$ cat src/hw/rtl/frustum_cull_test_defines.svh
// Assertion macros for the frustum cull test RTL.
// Depends on nothing; files that assert include it by name.
`ifndef FRUSTUM_CULL_TEST_DEFINES_SVH
`define FRUSTUM_CULL_TEST_DEFINES_SVH

`ifndef SYNTHESIS
// Checked while the block is out of reset.
`define FCT_ASSERT(lbl, prop, msg) \
    lbl: assert property (@(posedge aclk) disable iff (!aresetn) prop) else $error(msg);
// Checked at every edge, including those in reset.
`define FCT_ASSERT_ALWAYS(lbl, prop, msg) \
    lbl: assert property (@(posedge aclk) prop) else $error(msg);
`else
`define FCT_ASSERT(lbl, prop, msg)
`define FCT_ASSERT_ALWAYS(lbl, prop, msg)
`endif

`endif

$ cat src/hw/rtl/fct_pkg.sv
// Types, constants and helpers for the frustum cull test block.
// Used by fct_regs, fct_cell and frustum_cull_test; depends on nothing.
package fct_pkg;

    localparam int NUM_PLANES  = 6;
    localparam int PLANE_REGS  = 6;
    localparam int NUM_CELLS   = (NUM_PLANES < PLANE_REGS) ? NUM_PLANES : PLANE_REGS;
    localparam int COORD_WIDTH = 16;
    localparam int SIZE_WIDTH  = 15;
    localparam int NORM_WIDTH  = 16;
    localparam int FRAC_BITS   = 14;
    localparam int REG_WIDTH   = 64;

    // Plane register layout.
    localparam int NX_LSB = 48;
    localparam int NY_LSB = 32;
    localparam int NZ_LSB = 16;
    localparam int D_LSB  = 0;

    // APB address decode: registers on 8-byte boundaries.
    localparam int REG_IDX_W = $clog2(PLANE_REGS);
    localparam int ADDR_W    = REG_IDX_W + 3;

    // Arithmetic widths.
    localparam int PROD_W  = COORD_WIDTH + NORM_WIDTH;
    localparam int RPROD_W = NORM_WIDTH + SIZE_WIDTH;
    localparam int DIST_W  = PROD_W + 2;
    localparam int RAD_W   = RPROD_W + 2;
    localparam int CMP_W   = ((DIST_W > RAD_W) ? DIST_W : RAD_W) + 1;

    // Stream packing.
    localparam int S_TDATA_W = ((3 * COORD_WIDTH + 3 * SIZE_WIDTH + 7) / 8) * 8;
    localparam int M_TDATA_W = 8;

    typedef enum logic [1:0] {
        VERDICT_INSIDE     = 2'd0,
        VERDICT_INTERSECTS = 2'd1,
        VERDICT_OUTSIDE    = 2'd2
    } verdict_t;

    typedef logic [REG_WIDTH-1:0] plane_t;

    // One request as it travels down the chain, with its running verdict.
    typedef struct packed {
        logic                          cmd;
        logic signed [COORD_WIDTH-1:0] center_x;
        logic signed [COORD_WIDTH-1:0] center_y;
        logic signed [COORD_WIDTH-1:0] center_z;
        logic [SIZE_WIDTH-1:0]         size_x;
        logic [SIZE_WIDTH-1:0]         size_y;
        logic [SIZE_WIDTH-1:0]         size_z;
        verdict_t                      verdict;
    } item_t;

    // Magnitude of a Q1.14 normal component; the most negative code gives 2^15.
    function automatic logic [NORM_WIDTH-1:0] norm_mag(input logic signed [NORM_WIDTH-1:0] n);
        logic [NORM_WIDTH-1:0] m;
        m = n[NORM_WIDTH-1] ? NORM_WIDTH'(-n) : NORM_WIDTH'(n);
        return m;
    endfunction

endpackage

$ cat src/hw/rtl/fct_cell.sv
// One link of the culling chain: tests a request against one plane in two stages.
// Depends on fct_pkg and frustum_cull_test_defines.svh.
`include "frustum_cull_test_defines.svh"

module fct_cell
    import fct_pkg::*;
(
    input  logic   aclk,
    input  logic   aresetn,
    input  plane_t plane,
    input  logic   in_valid,
    output logic   in_ready,
    input  item_t  in_item,
    output logic   out_valid,
    input  logic   out_ready,
    output item_t  out_item
);

    logic signed [NORM_WIDTH-1:0] nx, ny, nz, d;

    // Stage A: products.
    logic                      a_valid_reg, a_valid_next;
    item_t                     a_item_reg;
    logic signed [PROD_W-1:0]  px_reg, py_reg, pz_reg;
    logic [RPROD_W-1:0]        rx_reg, ry_reg, rz_reg;
    logic                      a_ready;
    logic                      a_load;

    // Stage B: sums, compare and verdict update.
    logic                      b_valid_reg, b_valid_next;
    item_t                     b_item_reg, b_item_next;
    logic                      b_ready;
    logic                      b_load;

    logic signed [CMP_W-1:0]   plane_dist;
    logic [RAD_W-1:0]          rad;
    logic signed [CMP_W-1:0]   rad_s;

    assign nx = plane[NX_LSB +: NORM_WIDTH];
    assign ny = plane[NY_LSB +: NORM_WIDTH];
    assign nz = plane[NZ_LSB +: NORM_WIDTH];
    assign d  = plane[D_LSB  +: NORM_WIDTH];

    assign b_ready  = !b_valid_reg || out_ready;
    assign a_ready  = !a_valid_reg || b_ready;
    assign in_ready = a_ready;
    assign a_load   = in_valid && a_ready;
    assign b_load   = a_valid_reg && b_ready;

    assign a_valid_next = a_ready ? in_valid : a_valid_reg;
    assign b_valid_next = b_ready ? a_valid_reg : b_valid_reg;

    always_ff @(posedge aclk) begin
        if (!aresetn) begin
            a_valid_reg <= 1'b0;
            b_valid_reg <= 1'b0;
        end else begin
            a_valid_reg <= a_valid_next;
            b_valid_reg <= b_valid_next;
        end
    end

    always_ff @(posedge aclk) begin
        if (a_load) begin
            a_item_reg <= in_item;
            px_reg     <= PROD_W'(nx) * PROD_W'(in_item.center_x);
            py_reg     <= PROD_W'(ny) * PROD_W'(in_item.center_y);
            pz_reg     <= PROD_W'(nz) * PROD_W'(in_item.center_z);
            rx_reg     <= RPROD_W'(norm_mag(nx)) * RPROD_W'(in_item.size_x);
            ry_reg     <= RPROD_W'(norm_mag(ny)) * RPROD_W'(in_item.size_y);
            rz_reg     <= RPROD_W'(norm_mag(nz)) * RPROD_W'(in_item.size_z);
        end
        if (b_load) begin
            b_item_reg <= b_item_next;
        end
    end

    always_comb begin
        plane_dist = CMP_W'(px_reg) + CMP_W'(py_reg) + CMP_W'(pz_reg)
                   + (CMP_W'(d) <<< FRAC_BITS);
        if (a_item_reg.cmd) begin
            rad = RAD_W'(rx_reg) + RAD_W'(ry_reg) + RAD_W'(rz_reg);
        end else begin
            rad = RAD_W'(a_item_reg.size_x) << FRAC_BITS;
        end
        rad_s = signed'(CMP_W'(rad));

        // Once a plane rejects the volume, later planes leave it rejected.
        b_item_next = a_item_reg;
        if (a_item_reg.verdict != VERDICT_OUTSIDE) begin
            if (plane_dist <= -rad_s) begin
                b_item_next.verdict = VERDICT_OUTSIDE;
            end else if (plane_dist <= rad_s) begin
                b_item_next.verdict = VERDICT_INTERSECTS;
            end
        end
    end

    assign out_valid = b_valid_reg;
    assign out_item  = b_item_reg;

    `FCT_ASSERT_ALWAYS(a_reset_clears, !aresetn |=> !a_valid_reg && !b_valid_reg, "cell stages not cleared by reset")
    `FCT_ASSERT(a_outside_sticks, b_load && a_item_reg.verdict == VERDICT_OUTSIDE |=> b_item_reg.verdict == VERDICT_OUTSIDE, "outside verdict lost in cell")
    `FCT_ASSERT(a_verdict_code, b_valid_reg |-> b_item_reg.verdict != 2'd3, "undefined verdict code in cell")

endmodule

$ cat config.mk
export PLATFORM = sky130hd
export DESIGN_NAME = fct_cell
export DESIGN_NICKNAME = d
export VERILOG_FILES = /design/src/hw/rtl/fct_pkg.sv /design/src/hw/rtl/fct_cell.sv
export VERILOG_INCLUDE_DIRS = /design/src /design/src/hw/rtl
export SDC_FILE = /design/constraint.sdc
export NUM_CORES = 2
export LEC_CHECK = 0
export CAP_MARGIN = 20
export CORE_ASPECT_RATIO = 0.7
export CORE_MARGIN = 1
export CORE_UTILIZATION = 25
export DETAILED_ROUTE_END_ITERATION = 12
export DONT_BUFFER_PORTS = 1
export PLACE_DENSITY = 0.43
export SYNTH_ARGS = -nofsm -noshare
export SYNTH_HDL_FRONTEND = slang
export SYNTH_SLANG_ARGS = --single-unit
$ cat constraint.sdc
create_clock -name aclk -period 7.81 [get_ports aclk]
set_input_delay 0 -clock aclk [delete_from_list [all_inputs] [get_ports aclk]]
set_output_delay 0 -clock aclk [all_outputs]
set_load 0.005 [all_outputs]
# After elaboration in Yosys (flattened, before gate mapping)
# Index checks and enable logic that the tools add are counted.
# word_totals
reg_bits	383
inputBits	164
output_inout_bits	98
# op_classes
addsub	9
n_mul	6
order_cmp	2
n_eq_ne	1
muxes	7
n_reduce_logical	6
# op_table
op	n
multiplier 16 x 16 -> 32 bit	3
multiplier 16 x 15 -> 31 bit	3
two-way mux 16 bit	3
negator 16 bit	3
adder 34 x 30 -> 35 bit	1
less-or-equal comparator 35 x 34 -> 1 bit	1
less-or-equal comparator 35 bit	1
negator 33 -> 35 bit	1
adder 33 x 32 -> 34 bit	1
adder 32 x 31 -> 33 bit	1
adder 32 x 32 -> 33 bit	1
two-way mux 33 bit	1
adder 31 x 31 -> 32 bit	1
two-way mux 2 bit	3
logical AND 1 bit	2
zero test 1 bit	2
logical OR 1 bit	2
!= test 2 bit (second input constant)	1

# Depth between registers and ports, before layout
# logic_depth
word_depth	7
ltp_mapped	31

# Worst setup path after synthesis
# Ideal clock, no wire load.
# synth_path
path_kind	input port to flip-flop
start	input port plane[38]
end	register ry_reg[29] (data pin)
setup_ns	0.258
arrival_time_ns	7.805
path_slack_ns	-0.253
path_stages	29
path_buffers	2
path_cell_list	clkbuf_1 or4_1 or4_1 or3_1 o21ai_0 xnor2_1 clkbuf_1 nand2_1 fa_1 inv_1 fa_1 inv_1 fa_1 inv_1 fa_1 fa_1 fa_1 ha_1 inv_1 o21ai_1 or3_4 a2111oi_4 o31ai_2 o41ai_2 o21ai_1 or4_1 a41o_1 a21oi_2 xnor2_1
# synth_between
elab_chain_len	3
# synth_rtl
item	line_no	rtl
start, declared	fct_cell.sv:10	input plane_t plane,
negator 16 bit	fct_pkg.sv:58	m = n[NORM_WIDTH-1] ? NORM_WIDTH'(-n) : NORM_WIDTH'(n);
two-way mux 16 bit (*)	fct_pkg.sv:58	
multiplier 16 x 15 -> 31 bit (*)	fct_cell.sv:70	ry_reg <= RPROD_W'(norm_mag(ny)) * RPROD_W'(in_item.size_y);
end signal, assigned	fct_cell.sv:70	
end, declared	fct_cell.sv:25	logic [RPROD_W-1:0] rx_reg, ry_reg, rz_reg;
# Every way passes the cells marked *; elsewhere a longest branch is shown, timed or not.
# A chain may end at the register's enable or synchronous reset.

# Worst setup path after layout
# layout_path
start	input port plane[35]
end	register ry_reg[29] (data pin)
# Same word-level chain as after synthesis.

==> impl_metrics.json <==
{
  "status": "completed",
  "tritoncts": "yes",
  "synth_top_area_cell": "fa_1",
  "yosys.area_share.adder": 0.511,
  "synth_compound_area_frac": 0.0638,
  "yosysSeqAreaShare": 0.160,
  "totalWireLength_um": 221000,
  "stdcell_area_um2": 80100,
  "syn_avg_cell_area_um2": 9.95,
  "drive_above_1_share": 0.0345,
  "setup_viol": 0,
  "first_global_vias": 53500,
  "regArea_um2": 11500,
  "criticalPathCategory": "input pin to register",
  "r2r_slack_ps": 1190,
  "fin_tns_setup_ps": 0,
  "cp_data_arrival_time_ps": 7800,
  "die_w_um": 643,
  "hpwl_um": 176000,
  "area_growth_pct": 11.5,
  "hold_ws_ps": 66.9,
  "slew_viol_final": 0,
  "synth_xor_area_frac": 0.0357,
  "synthTopCellsByCount": "inv_1 (1453), fa_1 (1410), nand2_1 (993), ha_1 (677), and2_1 (595)",
  "h-tree-depth": 2,
  "crit_slowest_cell": "fa_1",
  "fmax_mhz": 136,
  "cts_buffer_depth": 3,
  "cts_buffers": 51,
  "start_kind": "input pin",
  "ys_ff_latch": 383,
  "relSlewSlack": 0.287,
  "die_h_um": 451,
  "drv_cap": 0,
  "viasPerCell": 4.41,
  "cts.sinks": 383,
  "core_area_um2": 286000,
  "final.fill_count": 30200,
  "skew_ps": 24.7,
  "grt_pass1_wl_um": 343000,
  "clock_latency_ps": 710,
  "multi_input_area_um2": 54100,
  "root_buffer": "clkbuf_16",
  "synth_ff_type": "edfxtp_1",
  "firstDrtPassIters": 7,
  "start_util": 0.252,
  "synth_top_area_share": 0.393,
  "yosys.area_share.simple": 0.139,
  "synthArstFlopShare": 0,
  "port_buffers": 0,
  "rsz0062_at_grt": "no",
  "yosys-top-cells-area": "fa_1 (39%), edfxtp_1 (16%), ha_1 (12%)",
  "grtUsageTotal": 0.156,
  "post-synth-top-count-cell": "inv_1",
  "antenna_found_initial": 21,
  "grt_overflow": 0,
  "synth_top_family_by_area": "adder cells",
  "synth_edf_count": 381,
  "grt_max_degree": 124,
  "cpPeakStageDelay_ps": 550,
  "post_cts_buffers": 0,
  "nNetsFinal": 9537,
  "crit_path_end_kind": "register",
  "final_antenna_net_count": 0,
  "syn_area_um2": 71900,
  "gp_congestion": 0.835,
  "hold_viol_final": 0,
  "crit_top_cell": "fa_1",
  "worstPathRequired_ps": 8270,
  "wl_per_cell_um": 19.9,
  "syn_nets": 9471,
  "synthMuxAreaShare": 0.000923,
  "path_clk_slew_ps": 70,
  "dieArea_um2": 290000,
  "post-route-period-util": 0.940,
  "worst_slew_pin_slew_ps": 1060,
  "dpl-instance-area_um2": 76500,
  "ys_types": 103,
  "route.detailed.drc": 0,
  "via_count": 49200,
  "io-pin-count": 262,
  "first_iter_violations": 3050,
  "synthCells": 7220,
  "yosys_warnings": 0,
  "hp-class": "input pin to register",
  "row_count": 164,
  "fin_util": 0.281,
  "crit_fanout": 21,
  "period_minus_slack_ps": 7340
}
path summary, 6_finish.rpt:
| path | startpoint | to | cells after the start |
|---|---|---|---|
| worst max register to register | rz_reg[1] | out_item[1] | 26 |
| worst min-delay path | in_item[91] | a_item_reg[91] | 1 |
| worst max-delay path | plane[35] | ry_reg[29] | 26 |
| worst min register to register | a_item_reg[67] | out_item[67] | 0 |
layout by cell type, fill, tap and decap left out, drive strengths merged, types with 43 or more instances in the layout:
master       synthesis  routed
xor2                69      69
o21ai              111     111
nand2b              64      64
a21o               127     127
buf                 11      90
nor2               140     140
a21oi              218     218
fa                1410    1410
edfxtp             381     381
nand2              993     993
dlygate4sd3          0     183
and2               596     596
inv               1453    1463
ha                 677     677
nor3                43      43
nand3               52      52
xnor2              224     224
clkbuf             249      55
kinds of logic (layout without fill, tap and decap cells):
kind of cell / after synthesis / after routing
AOI/OAI and AO/OA: 689 / 689
xor gates and xnor gates: 293 / 293
adders and majority gates: 2087 / 2087
buffers and inverters: 1714 / 1819
DFF: 383 / 383
muxes: 6 / 6
other: 0 / 8
and+or+nand+nor: 2048 / 2048
worst max-delay path: cells and delay by family:
| family | cells | cell delay [ps] |
|---|---|---|
| AND/OR/NAND/NOR | 6 | 2370 |
| AO/OA/AOI/OAI | 9 | 1690 |
| buffers and inverters | 2 | 110 |
| XOR/XNOR | 2 | 350 |
| adder cells (fa/ha/maj) | 7 | 3250 |
per-stage QoR:
stage / cells / setup WS, ps
after floorplan: 7220 / 9.12
after global placement: 10900 / -208
after detailed placement: 10900 / -260
after CTS: 11100 / 537
after global routing: 11100 / 194
final: 11200 / 470
per-layer routing:
| metal | part of all wire | global-route usage |
|---|---|---|
| met1 | 0.48 | 0.222 |
| met2 | 0.45 | 0.250 |
| met3 | 0.051 | 0.0234 |
| met4 | 0.019 | 0.0312 |
| met5 | 0 | 0 |
what timing repair did:
action	CTS	global route
hold buffers	183	0
endpoints found under the hold margin	161	0
gates resized for setup	0	0
layout make-up:
cell class,count,share of cell area
clock inverters,37,0.00607
repair buffers,273,0.0319
well taps,3818,0.0596
clock buffers,55,0.0161
flip-flops and latches,383,0.143
multi-input cells,5123,0.675
diodes,8,0.000250
inverters,1454,0.0681
Power is left out: the tool's default activity adds up to more than one toggle a clock period on the data nets, which glitch-free logic cannot reach.
